## src/rtl/core/mbrtu_pkg.sv

```systemverilog
package mbrtu_pkg;

  // request kinds
  localparam logic [1:0] REQ_BYTE  = 2'd0;
  localparam logic [1:0] REQ_POINT = 2'd1;
  localparam logic [1:0] REQ_TEMP  = 2'd2;

  // function codes and frame constants
  localparam logic [7:0] FC_READ_POINTS = 8'h02;
  localparam logic [7:0] FC_READ_REGS   = 8'h03;
  localparam logic [7:0] FC_WRITE_POINT = 8'h05;
  localparam logic [7:0] REG_BASE_HI    = 8'h01;
  localparam logic [15:0] COIL_ON       = 16'hFF00;
  localparam logic [15:0] CRC_INIT      = 16'hFFFF;
  localparam logic [15:0] CRC_POLY      = 16'hA001;
  localparam int unsigned FRAME_KEEP    = 8;
  localparam int unsigned NUM_POINTS    = 16;

  // response byte source
  typedef enum logic [2:0] {
    SRC_HEAD,    // header / echo / data byte
    SRC_CRC_LO,
    SRC_CRC_HI
  } src_t;

  // controller to datapath
  typedef struct packed {
    logic       store_byte;   // keep an incoming request byte
    logic       clr_count;    // frame end
    logic       crc_start;    // start CRC over stored bytes
    logic       crc_step;     // one CRC bit step
    logic       crc_load;     // xor next byte into CRC
    logic       load_resp;    // compute response length and reset index
    logic       emit_start;   // start response CRC
    logic       out_load;     // load output register with current byte
    logic       adv;          // advance response index
    src_t       src;
    logic       apply_write;  // do code 05 store
  } cmd_t;

  // datapath to controller
  typedef struct packed {
    logic       full;         // eight bytes seen
    logic       crc_zero;
    logic       resp_ok;      // frame answerable
    logic       body_done;    // index reached body length
  } stat_t;

  // one CRC bit step
  function automatic logic [15:0] crc_bit(input logic [15:0] c);
    crc_bit = c[0] ? ((c >> 1) ^ CRC_POLY) : (c >> 1);
  endfunction

endpackage

```

## src/rtl/core/mbrtu_if.sv

```systemverilog
interface mbrtu_in_if;
  logic       valid;
  logic       ready;
  logic [1:0] req_type;
  logic [7:0] data_byte;
  logic       frame_end;
  logic [3:0] item_index;
  logic [7:0] item_value;
  modport source (output valid, req_type, data_byte, frame_end, item_index, item_value,
                  input ready);
  modport sink (input valid, req_type, data_byte, frame_end, item_index, item_value,
                output ready);
endinterface

interface mbrtu_out_if;
  logic       valid;
  logic       ready;
  logic [7:0] out_byte;
  logic       out_last;
  modport source (output valid, out_byte, out_last, input ready);
  modport sink (input valid, out_byte, out_last, output ready);
endinterface

```

## src/rtl/core/mbrtu_dp.sv

```systemverilog
module mbrtu_dp #(
  parameter int unsigned MAX_REGS = 19
) (
  input  logic                clk,
  input  logic                rst_n,
  input  mbrtu_pkg::cmd_t     cmd,
  output mbrtu_pkg::stat_t    stat,
  output logic                is_echo,
  input  logic [1:0]          in_req_type,
  input  logic [7:0]          in_data_byte,
  input  logic [3:0]          in_item_index,
  input  logic [7:0]          in_item_value,
  input  logic                in_fire,
  output logic [7:0]          out_byte_r,
  output logic                out_last_r
);

  logic [7:0]  req_r [mbrtu_pkg::FRAME_KEEP];
  logic [3:0]  cnt_r;
  logic [15:0] pts_r;
  logic [7:0]  temp_r [3];
  logic [15:0] crc_r;
  logic [3:0]  cidx_r;   // CRC byte index
  logic [7:0]  idx_r;    // response byte index
  logic [7:0]  len_r;    // body length before CRC

  logic [7:0]  fc, b2, b3, b4, b5;
  logic [15:0] start16, count16;
  logic [16:0] pt_sum;
  logic [8:0]  reg_sum;
  logic        ok02, ok03, ok05;
  logic [4:0]  nb02;
  logic [7:0]  body_byte;
  logic [7:0]  dk;       // data index
  logic [8:0]  rnum;
  logic [15:0] rval;
  logic [31:0] pshift;
  logic [7:0]  cur_byte;

  assign fc      = req_r[1];
  assign b2      = req_r[2];
  assign b3      = req_r[3];
  assign b4      = req_r[4];
  assign b5      = req_r[5];
  assign start16 = {b2, b3};
  assign count16 = {b4, b5};
  assign pt_sum  = {1'b0, start16} + {1'b0, count16};
  assign reg_sum = {1'b0, b3} + {1'b0, b5};
  assign ok02    = (fc == mbrtu_pkg::FC_READ_POINTS) && (pt_sum <= 17'd16);
  assign ok03    = (fc == mbrtu_pkg::FC_READ_REGS) && (b4 == 8'd0) &&
                   (b2 == mbrtu_pkg::REG_BASE_HI) && (reg_sum <= 9'(MAX_REGS));
  assign ok05    = (fc == mbrtu_pkg::FC_WRITE_POINT) &&
                   ((count16 == mbrtu_pkg::COIL_ON) || (count16 == 16'd0));
  assign nb02    = 5'((count16[4:0] + 5'd7) >> 3);

  assign stat.full      = (cnt_r >= 4'(mbrtu_pkg::FRAME_KEEP));
  assign stat.crc_zero  = (crc_r == 16'd0);
  assign stat.resp_ok   = ok02 || ok03 || ok05;
  assign stat.body_done = (idx_r == len_r);
  assign is_echo        = (fc == mbrtu_pkg::FC_WRITE_POINT);

  // response body byte select
  assign dk     = idx_r - 8'd3;
  assign rnum   = {1'b0, b3} + {2'b0, dk[7:1]};
  assign pshift = {16'd0, pts_r} >> (start16[3:0] + {dk[0], 3'b000});
  always_comb begin
    rval = 16'd0;
    if (rnum == 9'd0) rval = pts_r;
    else if (rnum <= 9'd3) rval = {{8{temp_r[rnum[1:0] - 2'd1][7]}},
                                   temp_r[rnum[1:0] - 2'd1]};
    body_byte = 8'd0;
    if (fc == mbrtu_pkg::FC_WRITE_POINT) body_byte = req_r[idx_r[2:0]];
    else if (idx_r == 8'd0) body_byte = req_r[0];
    else if (idx_r == 8'd1) body_byte = fc;
    else if (idx_r == 8'd2) body_byte = len_r - 8'd3;
    else if (fc == mbrtu_pkg::FC_READ_POINTS) body_byte = pshift[7:0];
    else body_byte = dk[0] ? rval[7:0] : rval[15:8];
    case (cmd.src)
      mbrtu_pkg::SRC_HEAD:   cur_byte = body_byte;
      mbrtu_pkg::SRC_CRC_LO: cur_byte = crc_r[7:0];
      mbrtu_pkg::SRC_CRC_HI: cur_byte = crc_r[15:8];
      default:               cur_byte = body_byte;
    endcase
  end

  // request store and counters
  always_ff @(posedge clk) begin
    if (!rst_n) begin
      cnt_r <= 4'd0;
      pts_r <= 16'd0;
      for (int i = 0; i < 3; i++) temp_r[i] <= 8'd0;
    end else begin
      if (in_fire && in_req_type == mbrtu_pkg::REQ_POINT)
        pts_r[in_item_index] <= in_item_value[0];
      if (in_fire && in_req_type == mbrtu_pkg::REQ_TEMP && in_item_index < 4'd3)
        temp_r[in_item_index[1:0]] <= in_item_value;
      if (cmd.store_byte && !stat.full) cnt_r <= cnt_r + 4'd1;
      if (cmd.clr_count) cnt_r <= 4'd0;
      if (cmd.apply_write && b2 == 8'd0 && b3 < 8'(mbrtu_pkg::NUM_POINTS))
        pts_r[b3[3:0]] <= (count16 == mbrtu_pkg::COIL_ON);
    end
  end

  always_ff @(posedge clk) begin
    if (cmd.store_byte && !stat.full) req_r[cnt_r[2:0]] <= in_data_byte;
  end

  // CRC engine: one bit per cycle; shared by check and response
  always_ff @(posedge clk) begin
    if (cmd.crc_start || cmd.emit_start) begin
      crc_r  <= mbrtu_pkg::CRC_INIT;
      cidx_r <= 4'd0;
    end else if (cmd.crc_load) begin
      crc_r  <= crc_r ^ {8'd0, (cmd.out_load ? cur_byte : req_r[cidx_r[2:0]])};
      cidx_r <= cidx_r + 4'd1;
    end else if (cmd.crc_step) begin
      crc_r <= mbrtu_pkg::crc_bit(crc_r);
    end
  end

  // response index and output register
  always_ff @(posedge clk) begin
    if (cmd.load_resp) begin
      idx_r <= 8'd0;
      if (fc == mbrtu_pkg::FC_WRITE_POINT) len_r <= 8'(mbrtu_pkg::FRAME_KEEP);
      else if (fc == mbrtu_pkg::FC_READ_POINTS) len_r <= 8'd3 + {3'd0, nb02};
      else len_r <= 8'd3 + {b5[6:0], 1'b0};
    end else if (cmd.adv) begin
      idx_r <= idx_r + 8'd1;
    end
    if (cmd.out_load) begin
      out_byte_r <= cur_byte;
      out_last_r <= (cmd.src == mbrtu_pkg::SRC_CRC_HI) ||
                    (cmd.src == mbrtu_pkg::SRC_HEAD && fc == mbrtu_pkg::FC_WRITE_POINT &&
                     idx_r == 8'd7);
    end
  end

endmodule

```

## src/rtl/core/mbrtu_ctrl.sv

```systemverilog
module mbrtu_ctrl (
  input  logic             clk,
  input  logic             rst_n,
  input  logic             in_valid,
  input  logic [1:0]       in_req_type,
  input  logic             in_frame_end,
  output logic             in_ready,
  output logic             out_valid,
  input  logic             out_ready,
  input  logic             is_echo,
  input  mbrtu_pkg::stat_t stat,
  output mbrtu_pkg::cmd_t  cmd
);

  typedef enum logic [7:0] {
    S_IDLE  = 8'b0000_0001,
    S_CLOAD = 8'b0000_0010,  // xor stored byte into CRC
    S_CSTEP = 8'b0000_0100,  // eight bit steps
    S_CHECK = 8'b0000_1000,
    S_BODY  = 8'b0001_0000,  // load body byte and fold into CRC
    S_BSTEP = 8'b0010_0000,
    S_SEND  = 8'b0100_0000,  // drop valid once taken; echo end waits for the last byte
    S_CRC   = 8'b1000_0000   // send CRC bytes
  } state_t;

  state_t state_r, state_nxt;
  logic   hi_r, hi_nxt;      // CRC high byte pending
  logic [2:0] step_r, step_nxt;
  logic [3:0] nload_r, nload_nxt;
  logic   ov_r, ov_nxt;
  logic   fire;

  assign in_ready  = (state_r == S_IDLE);
  assign out_valid = ov_r;
  assign fire      = in_valid && in_ready;

  always_comb begin
    state_nxt = state_r;
    hi_nxt    = hi_r;
    step_nxt  = step_r;
    nload_nxt = nload_r;
    ov_nxt    = ov_r;
    cmd       = '0;
    cmd.src   = mbrtu_pkg::SRC_HEAD;
    case (state_r)
      S_IDLE: begin
        if (fire && in_req_type == mbrtu_pkg::REQ_BYTE) begin
          cmd.store_byte = 1'b1;
          if (in_frame_end) begin
            state_nxt = S_CLOAD;
            cmd.crc_start = 1'b1;
            nload_nxt = 4'd0;
          end
        end
      end
      S_CLOAD: begin
        if (!stat.full) begin
          cmd.clr_count = 1'b1;
          state_nxt = S_IDLE;
        end else begin
          cmd.crc_load = 1'b1;
          step_nxt = 3'd0;
          nload_nxt = nload_r + 4'd1;
          state_nxt = S_CSTEP;
        end
      end
      S_CSTEP: begin
        cmd.crc_step = 1'b1;
        step_nxt = step_r + 3'd1;
        if (step_r == 3'd7)
          state_nxt = (nload_r == 4'(mbrtu_pkg::FRAME_KEEP)) ? S_CHECK : S_CLOAD;
      end
      S_CHECK: begin
        cmd.clr_count = 1'b1;
        if (stat.crc_zero && stat.resp_ok) begin
          cmd.load_resp = 1'b1;
          cmd.emit_start = 1'b1;
          state_nxt = S_BODY;
        end else begin
          state_nxt = S_IDLE;
        end
      end
      S_BODY: begin
        if (!ov_r || out_ready) begin
          if (stat.body_done) begin
            cmd.src = mbrtu_pkg::SRC_CRC_LO;
            cmd.out_load = 1'b1;
            ov_nxt = 1'b1;
            hi_nxt = 1'b1;
            state_nxt = S_CRC;
          end else begin
            cmd.out_load = 1'b1;
            cmd.crc_load = 1'b1;
            cmd.adv = 1'b1;
            ov_nxt = 1'b1;
            step_nxt = 3'd0;
            state_nxt = S_BSTEP;
          end
        end
      end
      S_BSTEP: begin
        if (out_ready) ov_nxt = 1'b0;
        cmd.crc_step = 1'b1;
        step_nxt = step_r + 3'd1;
        if (step_r == 3'd7) state_nxt = S_SEND;
      end
      S_SEND: begin
        if (ov_r && out_ready) ov_nxt = 1'b0;
        if (is_echo && stat.body_done) begin
          // echo reply carries the request's own CRC
          if (!ov_r || out_ready) begin
            cmd.apply_write = 1'b1;
            state_nxt = S_IDLE;
          end
        end else begin
          state_nxt = S_BODY;
        end
      end
      S_CRC: begin
        if (out_ready) begin
          if (hi_r) begin
            cmd.src = mbrtu_pkg::SRC_CRC_HI;
            cmd.out_load = 1'b1;
            hi_nxt = 1'b0;
          end else begin
            ov_nxt = 1'b0;
            state_nxt = S_IDLE;
          end
        end
      end
      default: state_nxt = S_IDLE;
    endcase
  end

  always_ff @(posedge clk) begin
    if (!rst_n) begin
      state_r <= S_IDLE;
      hi_r    <= 1'b0;
      step_r  <= 3'd0;
      nload_r <= 4'd0;
      ov_r    <= 1'b0;
    end else begin
      state_r <= state_nxt;
      hi_r    <= hi_nxt;
      step_r  <= step_nxt;
      nload_r <= nload_nxt;
      ov_r    <= ov_nxt;
    end
  end

endmodule

```

## src/rtl/core/modbus_rtu_slave_responder_core.sv

```systemverilog
// Modbus RTU slave responder core.
// Input channel (in_*): one item per handshake, either a request byte, a
// point flag update or a temperature byte update.
// Output channel (out_*): the response frame, one byte per handshake,
// out_last on the final byte; CRC low byte goes before the high byte.
// Sequence: a frame end byte starts a CRC check of the eight kept bytes at
// one bit per cycle, then a decision state (S_CHECK); then the response
// is built byte by byte (load, eight CRC bit steps, hand-off).
// Throughput: one input item per cycle while no frame is being checked or
// answered; in_ready is low from frame end until the frame is dropped or
// the last response byte is taken.
// Reset (rst_n low, synchronous) clears the byte count, point flags and
// temperatures and drops out_valid. A stalled receiver holds the current
// byte in the output register; the block waits without losing state.
module modbus_rtu_slave_responder_core #(
  parameter int unsigned MAX_REGS = 19
) (
  input logic clk,
  input logic rst_n,
  mbrtu_in_if.sink    in_ch,
  mbrtu_out_if.source out_ch
);

  mbrtu_pkg::cmd_t  cmd;
  mbrtu_pkg::stat_t stat;
  logic             fire;
  logic             is_echo;

  assign fire = in_ch.valid && in_ch.ready;

  mbrtu_dp #(.MAX_REGS(MAX_REGS)) u_dp (
    .clk           (clk),
    .rst_n         (rst_n),
    .cmd           (cmd),
    .stat          (stat),
    .is_echo       (is_echo),
    .in_req_type   (in_ch.req_type),
    .in_data_byte  (in_ch.data_byte),
    .in_item_index (in_ch.item_index),
    .in_item_value (in_ch.item_value),
    .in_fire       (fire),
    .out_byte_r    (out_ch.out_byte),
    .out_last_r    (out_ch.out_last)
  );

  mbrtu_ctrl u_ctrl (
    .clk          (clk),
    .rst_n        (rst_n),
    .in_valid     (in_ch.valid),
    .in_req_type  (in_ch.req_type),
    .in_frame_end (in_ch.frame_end),
    .in_ready     (in_ch.ready),
    .out_valid    (out_ch.valid),
    .out_ready    (out_ch.ready),
    .is_echo      (is_echo),
    .stat         (stat),
    .cmd          (cmd)
  );

endmodule
```

## src/flat_wrapper.sv

```systemverilog
// flat-port wrapper written by rule: the top's interface ports become plain ports
module modbus_rtu_slave_responder_core_flat 
#(
  parameter int unsigned MAX_REGS = 19
)
  (clk, rst_n, in_ch_valid, in_ch_req_type, in_ch_data_byte, in_ch_frame_end, in_ch_item_index, in_ch_item_value, in_ch_ready, out_ch_valid, out_ch_out_byte, out_ch_out_last, out_ch_ready);
  mbrtu_in_if in_ch_i ();
  mbrtu_out_if out_ch_i ();
  input logic clk;
  input logic rst_n;
  input wire logic [$bits(in_ch_i.valid)-1:0] in_ch_valid;
  input wire logic [$bits(in_ch_i.req_type)-1:0] in_ch_req_type;
  input wire logic [$bits(in_ch_i.data_byte)-1:0] in_ch_data_byte;
  input wire logic [$bits(in_ch_i.frame_end)-1:0] in_ch_frame_end;
  input wire logic [$bits(in_ch_i.item_index)-1:0] in_ch_item_index;
  input wire logic [$bits(in_ch_i.item_value)-1:0] in_ch_item_value;
  output wire logic [$bits(in_ch_i.ready)-1:0] in_ch_ready;
  output wire logic [$bits(out_ch_i.valid)-1:0] out_ch_valid;
  output wire logic [$bits(out_ch_i.out_byte)-1:0] out_ch_out_byte;
  output wire logic [$bits(out_ch_i.out_last)-1:0] out_ch_out_last;
  input wire logic [$bits(out_ch_i.ready)-1:0] out_ch_ready;
  assign in_ch_i.valid = in_ch_valid;
  assign in_ch_i.req_type = in_ch_req_type;
  assign in_ch_i.data_byte = in_ch_data_byte;
  assign in_ch_i.frame_end = in_ch_frame_end;
  assign in_ch_i.item_index = in_ch_item_index;
  assign in_ch_i.item_value = in_ch_item_value;
  assign in_ch_ready = in_ch_i.ready;
  assign out_ch_valid = out_ch_i.valid;
  assign out_ch_out_byte = out_ch_i.out_byte;
  assign out_ch_out_last = out_ch_i.out_last;
  assign out_ch_i.ready = out_ch_ready;
  modbus_rtu_slave_responder_core #(.MAX_REGS(MAX_REGS)) u_core (.clk(clk), .rst_n(rst_n), .in_ch(in_ch_i), .out_ch(out_ch_i));
endmodule
```

## config.mk

```make
export PLATFORM = sky130hd
export DESIGN_NAME = modbus_rtu_slave_responder_core_flat
export DESIGN_NICKNAME = d
export VERILOG_FILES = /design/src/rtl/core/mbrtu_pkg.sv /design/src/rtl/core/mbrtu_if.sv /design/src/rtl/core/mbrtu_dp.sv /design/src/rtl/core/mbrtu_ctrl.sv /design/src/rtl/core/modbus_rtu_slave_responder_core.sv /design/src/flat_wrapper.sv
export SDC_FILE = /design/constraint.sdc
export NUM_CORES = 1
export LEC_CHECK = 0
export ABC_AREA = 1
export ABC_CLOCK_PERIOD_IN_PS = 4500
export BUFFER_PORTS_ARGS = -buffer_cell sky130_fd_sc_hd__buf_4
export CAP_MARGIN = 20
export CORE_MARGIN = 2
export CORE_UTILIZATION = 45
export DETAILED_ROUTE_END_ITERATION = 6
export RECOVER_POWER = 50
export SKIP_LAST_GASP = 1
export SLEW_MARGIN = 20
export SYNTH_ARGS = -nofsm -noshare
export SYNTH_HDL_FRONTEND = slang
export SYNTH_SLANG_ARGS = --single-unit
```

## constraint.sdc

```tcl
create_clock -name clk -period 4.5 [get_ports clk]
set_clock_uncertainty 0.1 [all_clocks]
set_input_delay 0 -clock clk [delete_from_list [all_inputs] [get_ports clk]]
set_output_delay 0 -clock clk [all_outputs]
set_load 0.02 [all_outputs]
```

# Word-level counts from Yosys, hierarchy flattened
# Memory sizes are Yosys's and may differ from the RTL's. A register that Yosys moved wholly into a read port is not among the register bits.
# Cells that the tools add are included.
[op_classes]
n_reduce_logical = 49
magnitude_cmp = 10
shifts = 1
n_mul = 0
add_sub_neg = 15
n_bitwise = 3
eq_ne = 36
div_mod_pow = 0
n_mux = 93
[ops]
columns = ["cell", "n"]
rows = [
  ["$mux W8", 19],
  ["$mux W16", 8],
  ["$pmux W8 S8", 1],
  ["$mux W1", 33],
  ["$bwmux W16", 2],
  ["$eq A8 B2 Y1 const B", 4],
  ["$logic_not A16 Y1", 2],
  ["$eq A8 B1 Y1 const B", 3],
  ["$eq A8 B3 Y1 const B", 3],
  ["$logic_not A8 Y1", 3],
  ["$mux W3", 8],
  ["$ne A2 B2 Y1 const B", 11],
  ["$logic_and A1 B1 Y1", 20],
  ["$add A16 B16 Y17", 1],
  ["$le A17 B5 Y1 const B", 1],
  ["$eq A16 B16 Y1 const B", 1],
  ["$mux W4", 4],
  ["$pmux W8 S2", 1],
  ["$shr A16 B4 Y8", 1],
  ["$sub A8 B2 Y8 const B", 2],
  ["$xor A16 B8 Y16", 1],
  ["$add A4 B1 Y4 const B", 3],
  ["$reduce_and A4 Y1", 3],
  ["$lt A4 B5 Y1 const B", 2],
  ["other kinds (51)", 70],
]
[word_totals]
n_memories = 2
latchBits = 0
regBits = 82
mem_bits_rw = 88
elab_cells = 222
romBits = 0
[memory_table]
columns = ["name", "depth", "width", "read_ports", "rd_ports_with_merged_regs", "wr", "line_no", "rtl"]
rows = [
  ["u_core.u_dp.req_r", 8, 8, 8, 2, 1, "mbrtu_dp.sv:18", "logic [7:0] req_r [mbrtu_pkg::FRAME_KEEP];"],
  ["u_core.u_dp.temp_r", 3, 8, 1, 0, 3, "mbrtu_dp.sv:21", "logic [7:0] temp_r [3];"],
]

# Longest topological paths before layout
# An unclocked memory read counts as a cell.
[logic_depth]
word_depth = 16
depth_mapped = 32
ltp_nobuf = 31

# Modules after synthesis
# From an unflattened synthesis, not the netlist that was laid out.
[hier_totals]
cells_unflattened = 1653
area_unflattened_um2 = 12112.9
[modules_own_cells]
columns = ["mod", "area_per_inst_um2", "cells_each", "instances", "seq_area_each_um2"]
rows = [
  ["mbrtu_dp", 10729.0, 1432, 1, 4454.3],
  ["mbrtu_ctrl", 1376.3, 219, 1, 340.3],
  ["modbus_rtu_slave_responder_core", 7.5, 2, 1, 0.0],
]

# Least setup slack after synthesis
# Ideal clock, no wire load.
[synth_timing]
path_type = "reg2reg"
start = "reg u_core.u_dp.idx_r[0]"
end = "reg u_core.u_dp.crc_r[0]"
stages_incl_launch_ff = 27
synth_period_minus_slack_ns = 3.874
required_time_ns = 4.287
t_arrival_ns = 3.660
setup_ns = 0.113
path_slack_ns = 0.626
path_buffers = 1
cell_sequence = "dfxtp_1 -> buf_2 -> clkinv_1 -> ha_1 -> ha_1 -> fa_1 -> ha_1 -> inv_1 -> a21oi_1 -> a221oi_1 -> nand3_1 -> nand2_1 -> nand2_1 -> nand2_1 -> nand2_1 -> nand2_1 -> nand2_1 -> nand2_1 -> nand2_1 -> nand2_1 -> nand2_1 -> nand2_1 -> nand3_1 -> nand2_1 -> nand2_1 -> nand3_1 -> nand2_1"
[synth_rtl]
columns = ["item", "line_no", "rtl"]
rows = [
  ["start, declared", "mbrtu_dp.sv:24", "logic [7:0] idx_r;"],
  ["start signal, assigned", "mbrtu_dp.sv:129", "idx_r <= idx_r + 8'd1;"],
  ["$sub A8 B2 Y8 *", "mbrtu_dp.sv:63", "assign dk = idx_r - 8'd3;"],
  ["named net u_core.u_dp.dk[0]", "mbrtu_dp.sv:34", "logic [7:0] dk;"],
  ["$add A4 B4 Y4", "mbrtu_dp.sv:65", "assign pshift = {16'd0, pts_r} >> (start16[3:0] + {dk[0], 3'b000});"],
  ["$shr A16 B4 Y8", "mbrtu_dp.sv:65", ""],
  ["$mux W8 *", "mbrtu_dp.sv:76", "else if (fc == mbrtu_pkg::FC_READ_POINTS) body_byte = pshift[7:0];"],
  ["$mux W8 *", "mbrtu_dp.sv:75", "else if (idx_r == 8'd2) body_byte = len_r - 8'd3;"],
  ["$mux W8 *", "mbrtu_dp.sv:74", "else if (idx_r == 8'd1) body_byte = fc;"],
  ["$mux W8 *", "mbrtu_dp.sv:73", "else if (idx_r == 8'd0) body_byte = req_r[0];"],
  ["$mux W8 *", "mbrtu_dp.sv:72", "if (fc == mbrtu_pkg::FC_WRITE_POINT) body_byte = req_r[idx_r[2:0]];"],
  ["$pmux W8 S2 *", "mbrtu_dp.sv:78", "case (cmd.src)"],
  ["$mux W8 *", "mbrtu_dp.sv:114", "crc_r <= crc_r ^ {8'd0, (cmd.out_load ? cur_byte : req_r[cidx_r[2:0]])};"],
  ["$xor A16 B8 Y16 *", "mbrtu_dp.sv:114", ""],
  ["$mux W16 *", "mbrtu_dp.sv:113", "end else if (cmd.crc_load) begin"],
  ["end signal, assigned", "mbrtu_dp.sv:111", "crc_r <= mbrtu_pkg::CRC_INIT;"],
  ["end signal, assigned", "mbrtu_dp.sv:114", ""],
  ["end signal, assigned", "mbrtu_dp.sv:117", "crc_r <= mbrtu_pkg::crc_bit(crc_r);"],
  ["end, declared", "mbrtu_dp.sv:22", "logic [15:0] crc_r;"],
]
# Mark *: on every way through the listed nets, which the timed path passes. The rest lies on a longest branch.
# A chain may end at the register's enable or synchronous reset.

# Worst setup path in the final report
[layout_timing]
start = "reg u_core.u_dp.idx_r[0]"
end = "reg u_core.u_dp.crc_r[4]"
# Same word-level chain as after synthesis.

==> results.sh <==
export IMPL_fin_tns_setup_ns=0
export IMPL_place_ws_ns=0.5456
export IMPL_post_placement_cell_area_um2=12900
export IMPL_hold_depth=5
export IMPL_chipHeight_um=169.2
export IMPL_worst_hold_startpoint="in_ch_valid"
export IMPL_antenna_violations_before_repair=0
export IMPL_number_of_global_route_vias_before_repair=10610
export IMPL_report_final_setup_viol=0
export IMPL_ys_warn_count=0
export IMPL_status="completed"
export IMPL_numCtsBuffers=17
export IMPL_synth_seq_area_share_pct=39.03
export IMPL_timing_critical_path_to_type="flop"
export IMPL_floorplan_die_area_um2=28640
export IMPL_pwr_density_cell_nw_per_um2=421.7
export IMPL_hold_viol_final=0
export IMPL_final_period_minus_worst_setup_slack_ns=4.038
export IMPL_crit_path_start="u_core.u_dp.idx_r[0]"
export IMPL_cts_resized_gates=0
export IMPL_insertion_delay_ns=0.45
export IMPL_setup_worst_path_class="reg2reg"
export IMPL_initialDrtViolationCount=1211
export IMPL_worst_slew_margin_rel_pct=17.39
export IMPL_grt_start_max_net_pins=65
export IMPL_postSynth_asyncResetShare_pct=0
export IMPL_utilization_pct=50.99
export IMPL_layout_drive_gt1_share_pct=6.192
export IMPL_final_max_slew_viol_count=0
export IMPL_worst_pin_slew_ns=1.228
export IMPL_share_of_the_synthesized_area_in_compound_gates_ao_oa_aoi_oai_pct=18.10
export IMPL_r2r_start="u_core.u_dp.idx_r[0]"
export IMPL_num_rows=60
export IMPL_setup_repair_after_global_routing_missed_its_margin="no"
export IMPL_post_dp_hpwl_mm=28.63
export IMPL_tritoncts="yes"
export IMPL_total_detailed_routing_wirelength_mm=38.00
export IMPL_hold_end="u_core.u_dp.cnt_r[0]"
export IMPL_start_kind="flop"
export IMPL_pin_count=38
export IMPL_total_leakage_power_nw=5.763
export IMPL_clock_tree_buffer_depth=2
export IMPL_cts_max_level=4
export IMPL_routed_wire_length_per_instance_um=18.51
export IMPL_whs_ns=0.05258
export IMPL_reg2reg_depth=27
export IMPL_port_buffers=37
export IMPL_vias_after_detailed_routing=11650
export IMPL_arrival_ns=4.30
export IMPL_clock_sinks=183
export IMPL_timing_reg2reg_setup_slack_ns=0.46
export IMPL_placeable_core_area_um2=26880
export IMPL_total_power_consumption_of_the_routed_design_mw=5.780
export IMPL_max_cap_violations=0
export IMPL_fin_area_um2=13700
export IMPL_postCtsSetupBuffers=0
export IMPL_postSynthRegisterBits=183
export IMPL_cts_stage_hold_buffer_count=26
export IMPL_synth_enable_flop_cells=113
export IMPL_clk_transition_reported_paths_ns=0.09
export IMPL_synth_xor_area_share_pct=3.055
export IMPL_routed_via_density=5.674
export IMPL_grt_util_all_layers_pct=26.90
export IMPL_nNetsFinal=1772
export IMPL_worst_ir_drop_vdd_mv=0.3051
export IMPL_clock_tree_root_cell="clkbuf_16"
export IMPL_crit_fanout=13
export IMPL_post_route_drc_count=0
export IMPL_timing_final_crit_share_pct=89.73
export IMPL_synth_simple_gate_area_share_pct=25.89
export IMPL_synthesis_area_per_instance_um2=7.428
export IMPL_finish_cell_count_without_fillers=2053
export IMPL_finalWeightedCongestion=0.9865
export IMPL_rr_endpoint="u_core.u_dp.crc_r[4]"
export IMPL_diodes=0
export IMPL_layout_filler_cells=2705
export IMPL_placed_cells=1994
export IMPL_synthDistinctLibCells=66
export IMPL_layout_area_overhead_vs_synth_pct=11.55
export IMPL_dominant_combinational_cell_family_by_area_after_synthesis="simple AND/OR/NAND/NOR gates"
export IMPL_start_util_pct=45.71
export IMPL_holdCritPathClass="in2reg"
export IMPL_firstDrtPassIters=6
export IMPL_postSynthCellCount=1654
export IMPL_post_synthesis_share_of_cell_area_spent_on_full_adders_half_adders_and_majority_gates_pct=4.807
export IMPL_die_w_um=169.2
export IMPL_synth_cell_area_um2=12290
export IMPL_wire_length_of_the_first_global_routing_pass_mm=59.77
export IMPL_synth_main_ff_cell="edfxtp_1"
export IMPL_fmaxAchievable_ghz=0.2477
export IMPL_mux_cell_area_share_after_synthesis_pct=0.1629
export IMPL_antenna_left=0
export IMPL_cp_required_ns=4.76
export IMPL_grt_overflow=0
export IMPL_finalWorstSetupSlack_ns=0.4623
-- critical path, stage by stage, from the launching register on --
cell and delay, ns:
dfxtp_1 0.44, clkinv_1 0.14, ha_1 0.33, ha_1 0.22
fa_1 0.46, nand3_1 0.14, nand3_1 0.10, nand2_1 0.07
nand3_1 0.06, nor2_1 0.12, nand3_2 0.10, nor2_4 0.23
buf_4 0.23, nand3_1 0.08, nand3_1 0.11, nand3_1 0.09
nand2_1 0.10, nand2_1 0.06, nand2_1 0.05, nand2_1 0.09
nand2_1 0.08, nand2_1 0.10, nand2_1 0.09, nand3_1 0.10
nand2_1 0.09, nand2_1 0.05, nand3_1 0.06, nand2_1 0.05
-- registers in the layout, indices dropped and copies added, names as in the netlist, named ones only --
signal	flops
u_core.u_dp.req_r	64
u_core.u_dp.idx_r	8
u_core.u_dp.out_byte_r	8
u_core.u_dp.cidx_r	3
u_core.u_ctrl.state_r	8
u_core.u_ctrl.hi_r	1
u_core.u_dp.out_last_r	1
u_core.u_ctrl.out_valid	1
u_core.u_dp.temp_r	32
u_core.u_ctrl.step_r	3
u_core.u_dp.crc_r	16
u_core.u_ctrl.nload_r	4
u_core.u_dp.cnt_r	4
u_core.u_dp.len_r	8
u_core.u_dp.pts_r	16
-- per-layer routing --
metal	wire length (um)	up-vias	global-route usage (%)
met5	0	-	0
met4	595	0	6.132
met3	2734	45	3.148
met2	17120	442	42.48
met1	17550	5436	39.57
li1	-	5726	-
-- where the power goes --
| part | internal, mW | total, mW | switching (mW) | leakage [nW] |
|---|---|---|---|---|
| clock | 0.792 | 1.64 | 0.853 | 0.312 |
| combinational | 0.682 | 1.99 | 1.31 | 3.82 |
| sequential | 1.94 | 2.15 | 0.202 | 1.63 |
-- cells in the mapped netlist, types with 3 or more instances --
library cell	instances	area [um2]
a221o_1	8	80.08
a211oi_1	26	195.2
buf_2	11	55.05
o22ai_1	14	87.58
nor3_2	4	40.04
nor3_1	33	165.2
or2_2	5	31.28
o21ai_0	117	585.6
nor2_1	170	638.1
nand2_1	344	1291
a31oi_1	22	137.6
xor2_1	30	262.8
ha_1	44	550.5
buf_1	9	33.78
xnor2_1	11	96.34
nor4_1	14	87.58
nand3_2	3	30.03
edfxtp_1	113	3393
nand2_2	4	25.02
nand4_1	32	200.2
inv_1	207	777.0
o21ai_2	3	26.28
o21ai_1	4	20.02
a22oi_1	3	22.52
buf_6	3	33.78
a21boi_0	7	52.55
clkbuf_1	43	161.4
dfxtp_1	70	1401
o311ai_0	8	70.07
nor4_2	5	62.56
a21oi_1	122	610.6
inv_2	4	15.01
o211ai_1	18	135.1
nand3_1	101	505.5
-- worst max path at each step --
stage	endpoint	cells after the start
6_report	u_core.u_dp.crc_r[4]	27
5_1_grt	u_core.u_dp.crc_r[4]	30
4_1_cts	u_core.u_dp.crc_r[6]	28
3_5_place_dp	u_core.u_dp.len_r[4]	17
3_3_place_gp	u_core.u_dp.len_r[4]	17
2_1_floorplan	u_core.u_dp.crc_r[0]	26
-- layout by cell type, fill, tap and decap left out, types with 5 or more instances in the layout --
cell type / count
a31oi_1: 22
nor2_1: 170
nand2_1: 345
ha_1: 44
xor2_1: 30
xnor2_1: 11
nand3_1: 101
edfxtp_1: 113
nor3_1: 33
a21oi_1: 122
clkbuf_1: 26
nand4_1: 32
clkbuf_16: 17
conb_1: 8
or2_2: 5
a21boi_0: 7
buf_4: 29
o21ai_0: 117
a221o_1: 8
o311ai_0: 8
dlygate4sd3_1: 26
dfxtp_1: 68
inv_1: 208
inv_12: 6
a211oi_1: 26
nor4_1: 17
o211ai_1: 18
o22ai_1: 14
-- cell type report --
class	count	area [um2]	area share [%]
multi-input cells	1197	6399	46.69
flip-flops and latches	183	4800	35.02
inverters	214	805.8	5.880
repair buffers	86	625.6	4.565
well taps	341	426.7	3.113
clock buffers	17	425.4	3.104
clock inverters	15	222.7	1.625
-- logic make-up (layout without fill, tap and decap cells) --
logic type      after synthesis  in the layout
buf+inv                     281            332
fa+ha+maj                    46             46
flops                       183            183
other cells                   1              8
xor+xnor                     42             42
simple gates                727            727
mux                           2              2
compound gates              372            372
Note: power is estimated with default switching activity, not from simulation.
